==> src/design/dpt_pkg.sv <==
// Shared types, codes and helpers for the divider and prescaled timer.
package dpt_pkg;

	localparam int DATA_W  = 8;   // divider, timer, clocks, item data
	localparam int TSUB_W  = 10;  // timer prescale count, below 1024
	localparam int TSUM_W  = 11;  // prescale count plus one item's clocks
	localparam int NINC_W  = 7;   // pending increments, at most 79
	localparam int ADDR_W  = 4;
	localparam int PDATA_W = 32;

	localparam logic [1:0] KIND_ADVANCE   = 2'd0;
	localparam logic [1:0] KIND_WRITE_DIV = 2'd1;
	localparam logic [1:0] KIND_WRITE_TMR = 2'd2;

	localparam logic [1:0] REG_ENABLE = 2'd0;
	localparam logic [1:0] REG_SELECT = 2'd1;
	localparam logic [1:0] REG_RELOAD = 2'd2;

	localparam logic [1:0] SEL_1024 = 2'd0;
	localparam logic [1:0] SEL_16   = 2'd1;
	localparam logic [1:0] SEL_64   = 2'd2;
	localparam logic [1:0] SEL_256  = 2'd3;

	typedef struct packed {
		logic                enable;
		logic [1:0]          select;
		logic [DATA_W-1:0]   reload;
	} dpt_cfg_t;

	// controller -> datapath
	typedef struct packed {
		logic load;   // take the accepted item
		logic step;   // one timer stride (run or overflow)
		logic emit;   // move result into the output register
	} dpt_cmd_t;

	// datapath -> controller
	typedef struct packed {
		logic last;   // pending increments fit without overflow
		logic free;   // output register can take a result
	} dpt_stat_t;

	// log2 of the clocks per timer increment
	function automatic logic [3:0] tmr_shift(input logic [1:0] sel);
		logic [3:0] sh;
		unique case (sel)
			SEL_1024: sh = 4'd10;
			SEL_16:   sh = 4'd4;
			SEL_64:   sh = 4'd6;
			SEL_256:  sh = 4'd8;
			default:  sh = 4'd10;
		endcase
		return sh;
	endfunction

	function automatic logic [TSUM_W-1:0] tmr_mask(input logic [1:0] sel);
		logic [TSUM_W-1:0] m;
		unique case (sel)
			SEL_1024: m = 11'h3FF;
			SEL_16:   m = 11'h00F;
			SEL_64:   m = 11'h03F;
			SEL_256:  m = 11'h0FF;
			default:  m = 11'h3FF;
		endcase
		return m;
	endfunction

endpackage

==> src/design/dpt_ctrl.sv <==
// Sequencing state machine: accept, run the timer strides, hand off the result.
module dpt_ctrl (
	input  logic               clk,
	input  logic               arst_n,
	input  logic               req_valid,
	output logic               req_ready,
	input  dpt_pkg::dpt_stat_t stat,
	output dpt_pkg::dpt_cmd_t  cmd
);
	import dpt_pkg::*;

	typedef enum logic [2:0] {
		ST_IDLE = 3'b001,
		ST_RUN  = 3'b010,
		ST_OUT  = 3'b100
	} dpt_state_t;

	dpt_state_t state_q, state_d;

	always_comb begin
		state_d   = state_q;
		req_ready = 1'b0;
		cmd       = '0;
		unique case (state_q)
			ST_IDLE: begin
				req_ready = 1'b1;
				if (req_valid) begin
					cmd.load = 1'b1;
					state_d  = ST_RUN;
				end
			end
			ST_RUN: begin
				cmd.step = 1'b1;
				if (stat.last) begin
					state_d = ST_OUT;
				end
			end
			ST_OUT: begin
				if (stat.free) begin
					cmd.emit = 1'b1;
					state_d  = ST_IDLE;
				end
			end
			default: begin
				state_d = ST_IDLE;
			end
		endcase
	end

	always_ff @(posedge clk or negedge arst_n) begin
		if (!arst_n) begin
			state_q <= ST_IDLE;
		end else begin
			state_q <= state_d;
		end
	end

endmodule

==> src/design/dpt_datapath.sv <==
// Divider, timer, prescale counts and the output register.
module dpt_datapath (
	input  logic                        clk,
	input  logic                        arst_n,
	input  dpt_pkg::dpt_cmd_t           cmd,
	output dpt_pkg::dpt_stat_t          stat,
	input  dpt_pkg::dpt_cfg_t           cfg,
	input  logic [1:0]                  kind,
	input  logic [dpt_pkg::DATA_W-1:0]  clocks,
	input  logic [dpt_pkg::DATA_W-1:0]  write_data,
	output logic                        rsp_valid,
	input  logic                        rsp_ready,
	output logic [dpt_pkg::DATA_W-1:0]  divider_out,
	output logic [dpt_pkg::DATA_W-1:0]  timer_out,
	output logic                        irq_request
);
	import dpt_pkg::*;

	logic [DATA_W-1:0] div_q, div_sub_q, tmr_q;
	logic [TSUB_W-1:0] tmr_sub_q;
	logic [NINC_W-1:0] ninc_q;
	logic              irq_q, rsp_valid_q;

	logic [DATA_W-1:0] div_o_q, tmr_o_q;
	logic              irq_o_q;

	logic [DATA_W:0]   div_sum;
	logic [TSUM_W-1:0] tmr_sum;
	logic [NINC_W-1:0] ninc_new, ninc_left;
	logic [TSUB_W-1:0] tmr_rem;
	logic [DATA_W-1:0] room;

	always_comb begin
		div_sum   = {1'b0, div_sub_q} + {1'b0, clocks};
		tmr_sum   = {1'b0, tmr_sub_q} + {{(TSUM_W-DATA_W){1'b0}}, clocks};
		ninc_new  = NINC_W'(tmr_sum >> tmr_shift(cfg.select));
		tmr_rem   = TSUB_W'(tmr_sum & tmr_mask(cfg.select));
		room      = {DATA_W{1'b1}} - tmr_q;
		// only used on overflow, where room < ninc_q, so room fits
		ninc_left = ninc_q - room[NINC_W-1:0] - NINC_W'(1);
		stat.last = {{(DATA_W-NINC_W){1'b0}}, ninc_q} <= room;
		stat.free = !rsp_valid_q || rsp_ready;
	end

	always_ff @(posedge clk or negedge arst_n) begin
		if (!arst_n) begin
			div_q     <= '0;
			div_sub_q <= '0;
			tmr_q     <= '0;
			tmr_sub_q <= '0;
			ninc_q    <= '0;
			irq_q     <= 1'b0;
		end else if (cmd.load) begin
			ninc_q <= '0;
			irq_q  <= 1'b0;
			unique case (kind)
				KIND_ADVANCE: begin
					div_sub_q <= div_sum[DATA_W-1:0];
					if (div_sum[DATA_W]) begin
						div_q <= div_q + DATA_W'(1);
					end
					if (cfg.enable) begin
						tmr_sub_q <= tmr_rem;
						ninc_q    <= ninc_new;
					end
				end
				KIND_WRITE_DIV: begin
					div_q <= write_data;
				end
				KIND_WRITE_TMR: begin
					tmr_q <= write_data;
				end
				default: begin
				end
			endcase
		end else if (cmd.step) begin
			if (stat.last) begin
				tmr_q  <= tmr_q + {{(DATA_W-NINC_W){1'b0}}, ninc_q};
				ninc_q <= '0;
			end else begin
				tmr_q  <= cfg.reload;
				ninc_q <= ninc_left;
				irq_q  <= 1'b1;
			end
		end
	end

	always_ff @(posedge clk or negedge arst_n) begin
		if (!arst_n) begin
			rsp_valid_q <= 1'b0;
		end else if (cmd.emit) begin
			rsp_valid_q <= 1'b1;
		end else if (rsp_ready) begin
			rsp_valid_q <= 1'b0;
		end
	end

	always_ff @(posedge clk) begin
		if (cmd.emit) begin
			div_o_q <= div_q;
			tmr_o_q <= tmr_q;
			irq_o_q <= irq_q;
		end
	end

	assign rsp_valid   = rsp_valid_q;
	assign divider_out = div_o_q;
	assign timer_out   = tmr_o_q;
	assign irq_request = irq_o_q;

endmodule

==> src/design/divider_and_prescaled_timer.sv <==
// Top level of the divider and prescaled timer: register port and block wiring.
//
// Request channel (req_valid/req_ready) carries one item: kind selects an
// advance by the clocks input, a divider load or a timer load from
// write_data. Each item gives exactly one result on the response channel
// (rsp_valid/rsp_ready): divider_out, timer_out and irq_request, the latter
// set when the timer wrapped at least once during the item.
// Timing: accept in IDLE, the timer unit runs one stride per cycle in RUN,
// then OUT writes the result to the output register. The result becomes
// valid as req_ready goes back high, so items are taken one at a time.
// Each timer wrap inside an advance costs one more stride; the worst case
// is a short period following a long held prescale count with reload 0xFF
// (up to 79 wraps).
// The output register decouples the two sides: a new item is accepted while
// a result still waits; if the receiver stalls, the next result is held in
// the unit until the register drains, and req_ready stays low meanwhile.
// Reset (arst_n low) clears divider, timer, both prescale counts and the
// three control registers; no result is pending afterwards.
// Registers on the APB-style port at byte offsets 0x0 enable, 0x4 clock
// select, 0x8 reload; write them only while no item is in flight.
module divider_and_prescaled_timer (
	input  logic                         clk,
	input  logic                         arst_n,
	input  logic                         req_valid,
	output logic                         req_ready,
	input  logic [1:0]                   kind,
	input  logic [dpt_pkg::DATA_W-1:0]   clocks,
	input  logic [dpt_pkg::DATA_W-1:0]   write_data,
	output logic                         rsp_valid,
	input  logic                         rsp_ready,
	output logic [dpt_pkg::DATA_W-1:0]   divider_out,
	output logic [dpt_pkg::DATA_W-1:0]   timer_out,
	output logic                         irq_request,
	input  logic                         psel,
	input  logic                         penable,
	input  logic                         pwrite,
	input  logic [dpt_pkg::ADDR_W-1:0]   paddr,
	input  logic [dpt_pkg::PDATA_W-1:0]  pwdata,
	output logic [dpt_pkg::PDATA_W-1:0]  prdata,
	output logic                         pready
);
	import dpt_pkg::*;

	dpt_cfg_t   cfg_q;
	dpt_cmd_t   cmd;
	dpt_stat_t  stat;
	logic       wr_en;
	logic [1:0] reg_idx;

	// Register file: word index from the upper address bits, byte lanes ignored.
	assign pready  = 1'b1;
	assign reg_idx = paddr[ADDR_W-1:2];
	assign wr_en   = psel && penable && pwrite;

	always_ff @(posedge clk or negedge arst_n) begin
		if (!arst_n) begin
			cfg_q <= '0;
		end else if (wr_en) begin
			unique case (reg_idx)
				REG_ENABLE: cfg_q.enable <= pwdata[0];
				REG_SELECT: cfg_q.select <= pwdata[1:0];
				REG_RELOAD: cfg_q.reload <= pwdata[DATA_W-1:0];
				default: begin
				end
			endcase
		end
	end

	// Read-back; the unused slot reads as zero.
	always_comb begin
		unique case (reg_idx)
			REG_ENABLE: prdata = {{(PDATA_W-1){1'b0}}, cfg_q.enable};
			REG_SELECT: prdata = {{(PDATA_W-2){1'b0}}, cfg_q.select};
			REG_RELOAD: prdata = {{(PDATA_W-DATA_W){1'b0}}, cfg_q.reload};
			default:    prdata = '0;
		endcase
	end

	dpt_ctrl u_ctrl (
		.clk       (clk),
		.arst_n    (arst_n),
		.req_valid (req_valid),
		.req_ready (req_ready),
		.stat      (stat),
		.cmd       (cmd)
	);

	dpt_datapath u_dp (
		.clk         (clk),
		.arst_n      (arst_n),
		.cmd         (cmd),
		.stat        (stat),
		.cfg         (cfg_q),
		.kind        (kind),
		.clocks      (clocks),
		.write_data  (write_data),
		.rsp_valid   (rsp_valid),
		.rsp_ready   (rsp_ready),
		.divider_out (divider_out),
		.timer_out   (timer_out),
		.irq_request (irq_request)
	);

endmodule

==> config.mk <==
export PLATFORM = sky130hd
export DESIGN_NAME = divider_and_prescaled_timer
export DESIGN_NICKNAME = d
export VERILOG_FILES = /design/src/design/dpt_pkg.sv /design/src/design/dpt_ctrl.sv /design/src/design/dpt_datapath.sv /design/src/design/divider_and_prescaled_timer.sv
export SDC_FILE = /design/constraint.sdc
export NUM_CORES = 1
export LEC_CHECK = 0
export ABC_AREA = 1
export ABC_CLOCK_PERIOD_IN_PS = 2700
export BUFFER_PORTS_ARGS = -buffer_cell sky130_fd_sc_hd__buf_2
export CAP_MARGIN = 25
export CORE_ASPECT_RATIO = 0.7
export CORE_MARGIN = 2
export CORE_UTILIZATION = 55
export CTS_CLUSTER_DIAMETER = 100
export DETAILED_ROUTE_END_ITERATION = 6
export GPL_TIMING_DRIVEN = 0
export PLACE_DENSITY = 0.82
export SLEW_MARGIN = 20
export SYNTH_ARGS = -nofsm -noshare
export SYNTH_HDL_FRONTEND = slang
export SYNTH_SLANG_ARGS = --single-unit
==> constraint.sdc <==
create_clock -name clk -period 2.7 [get_ports clk]
set_input_delay 0.54 -clock clk [delete_from_list [all_inputs] [get_ports clk]]
set_output_delay 0.54 -clock clk [all_outputs]
set_load 0.05 [all_outputs]
==> qor.csv <==
stage;metric;value;unit
status;status;complete, no violations;
pwr;p_per_area;1060;mW/mm^2
placed_design;port_buffers;61;
pwr;pwr-share-comb;0.491;
grt;grt_usage;0.253;
setup_path;reg2regPathDepth;9;
yosys;synth_area_per_cell;7.73;um^2
setup_path;cp-end-kind;flip-flop;
timing;hold_viol;0;
setup_path;r2r_slack;0.48;ns
die;dieArea;0.00942;mm^2
clocking;postCtsSetupRepairBufs;0;
final_layout;drive_gt1_frac;0.168;
route;vias;4264;
clocking;cts-buffers-inserted;9;
clocking;clkSinkCount;74;
timing;slew_headroom;0.419;
pwr;p_sw;2.69;mW
setup_path;r2r_start;u_dp.div_sub_q[0]$_DFFE_PN0P_;
grt;grt_pass1_vias;3939;
final_layout;finalNetCount;802;
setup_path;start_kind;flip-flop;
placed_design;dp_hpwl;8570;um
route;drt_iter0_drc;339;
route;drtPass1Iterations;5;
timing;fin_tns_setup;0;ns
die;core.rowCount;28;
timing;setup-violations-final;0;
timing;final.period_utilization;0.823;
setup_path;crit_fanout;10;
yosys;synth_edf_count;17;
timing;max_clock_freq;450;MHz
yosys;synth_area_leader_cell;dfrtp_1;
setup_path;cp.arrival;2.47;ns
clocking;post_cts_resized;0;
die;ioPinCount;113;
setup_path;crit_start;u_dp.div_sub_q[0]$_DFFE_PN0P_;
pwr;p_int;3.21;mW
clocking;cts_tree;done;
grt;antenna_found_initial;0;
grt;gr-total-overflow;0;
die;initial_utilization;0.565;
timing;fin_skew;0.00579;ns
yosys;synthArstFlopShare;0.770;
clocking;cts_hold_buf;0;
hold_path;min_path_type;primary input to async pin;
grt;grt_max_degree;58;
pwr;total_power;5.90;mW
setup_path;crit_required;2.95;ns
timing;whs;0.248;ns
final_layout;syn2layout_area_growth;17.1;%
yosys;synth_seq_cells;74;
die;die_height;81.8;um
yosys;synth-main-ff-cell;dfrtp_1;
clocking;htree_levels;3;
final_layout;final_cell_mix;nand2_1 (173), inv_1 (72), buf_2 (64), dfrtp_1 (56), nor2_1 (53);
yosys;netlist.area_leader.share;0.295;
yosys;seq_area_frac_synth;0.408;
pwr;seq_power_share;0.316;
placed_design;gp_congestion;0.899;
setup_path;reg2reg_to;u_dp.div_q[2]$_DFFE_PN0P_;
pwr;p_leak;2.99;nW
die;core_area;0.00841;mm^2
yosys;syn_inst;615;
yosys;ys_warn_count;0;
final_layout;layout_commonest_cell;nand2_1;
yosys;yosys.cell_types.count;46;
yosys;synth_area_leaders;dfrtp_1 (29%), nand2_1 (14%), edfxtp_1 (11%), ha_1 (7.4%), inv_1 (5.7%);
clocking;cts_root_buf;clkbuf_16;
timing;grt_setup_unrepaired;no;
final_layout;antenna_cells;0;
pwr;clkPwrFrac;0.193;
route;drt_wl_total;11000;um
timing;slew_violations;0;
clocking;clk_latency;0.34;ns
pwr;peakVddDrop;484;uV
pwr;netSwitchingFraction;0.456;
route;ant_nets;0;
yosys;netlist_area;0.00475;mm^2
timing;tightest_slew;0.871;ns
setup_path;path_class;flip-flop to flip-flop;
route;via_per_inst;5.20;
grt;grt_pass1_wl;18300;um
route;routedWlPerCell;13.4;um
clocking;path_clk_slew;0.06;ns
route;drcViolationCount;0;
clocking;cts_max_path_buffers;2;
job;cap_violations;0;
die;die_x;115;um
timing;period_minus_slack;2.22;ns
==> worst max-delay path by stage <==
| stage | slack, ns | endpoint | depth (start not counted) |
|---|---|---|---|
| 2_1_floorplan | 0.31 | prdata[0] | 2 |
| 3_3_place_gp | 0.20 | u_dp.div_q[6]$_DFFE_PN0P_ | 11 |
| 3_5_place_dp | 0.15 | u_dp.div_q[6]$_DFFE_PN0P_ | 11 |
| 4_1_cts | 0.49 | u_dp.div_q[2]$_DFFE_PN0P_ | 9 |
| 5_1_grt | 0.24 | u_dp.div_q[2]$_DFFE_PN0P_ | 9 |
| 6_report | 0.48 | u_dp.div_q[2]$_DFFE_PN0P_ | 9 |
==> sequential cells by signal, summed over array words and instances, names as in the netlist <==
name / flops
u_dp.tmr_sub_q: 10
u_dp.irq_request: 1
u_dp.divider_out: 8
u_dp.tmr_q: 8
u_dp.rsp_valid: 1
u_dp.irq_q: 1
u_dp.div_sub_q: 8
u_dp.ninc_q: 7
u_dp.div_q: 8
cfg_q: 11
u_dp.timer_out: 8
u_ctrl.state_q: 3
==> worst max-delay path, stage by stage, from the launching register on <==
cell and delay (ns):
dfrtp_1 0.34, ha_1 0.18, inv_1 0.06, fa_1 0.39, o21ai_1 0.27, nand2_1 0.12, a41oi_1 0.17, nand2_1 0.18
buf_2 0.22, o21ai_0 0.20
==> synth_stat cells, types with 2 or more instances <==
library cell and number:
buf_4 26, nand3b_1 3, nor3_1 2, nand3_1 41, nand2_2 2, ha_1 28, nor2_4 2, nand2_1 173
conb_1 2, clkbuf_1 4, inv_1 72, o211ai_1 2, a31oi_1 4, buf_2 4, edfxtp_1 17, mux2i_1 3
inv_2 2, o21ai_0 31, a21boi_0 2, dfrtp_1 56, clkinv_1 2, o31ai_1 2, nor2_1 54, xor2_1 10
nand4_1 9, a21oi_1 29, fa_1 3, a22oi_1 2, o21ai_1 8, xnor2_1 4
==> cell families (layout without fill, tap and decap cells) <==
logic type	count (synthesis)	after routing	synth area share
buffers and inverters	111	188	0.109
AND/OR/NAND/NOR	293	293	0.261
multiplexers	3	3	0.00632
flip-flops	74	74	0.408
AO/OA/AOI/OAI	87	87	0.103
other	2	25	0.00158
XOR/XNOR	14	14	0.0258
adder cells (fa/ha/maj)	31	31	0.0863
==> metrics by stage <==
stage | setup slack, ns | cells | instance area [um^2] | util
after floorplan | 0.310 | 638 | 4840 | -
after global placement | 0.203 | 804 | 5280 | 0.628
after detailed placement | 0.151 | 804 | 5280 | 0.628
after CTS | 0.486 | 820 | 5570 | 0.662
after global routing | 0.237 | 820 | 5570 | 0.662
final | 0.478 | 820 | 5570 | 0.662
==> layout make-up <==
type                    count  area [um^2]
repair buffers             61          308
flip-flops and latches     74         1940
plain buffers              35          234
clock buffers               9          225
well taps                 105          131
clock inverters             7         61.3
inverters                  76          285
fillers                   722         2840
multi-input cells         453         2390
==> power by group through the flow <==
stage	registers, mW	logic [mW]	clock network, mW
after floorplan	1.84	2.19	0
after global placement	1.85	2.75	0
after detailed placement	1.87	2.84	0
after CTS	1.86	2.87	1.17
after global routing	1.91	3.29	1.21
final	1.86	2.90	1.14
==> metal layers <==
layer / track usage / wire length (um) / part of all wire
met1: 0.354 / 5270 / 0.48
met2: 0.390 / 4810 / 0.44
met3: 0.0686 / 771 / 0.070
met4: 0.0711 / 134 / 0.012
met5: 0 / 0 / 0
(Power assumes the default switching activity.)
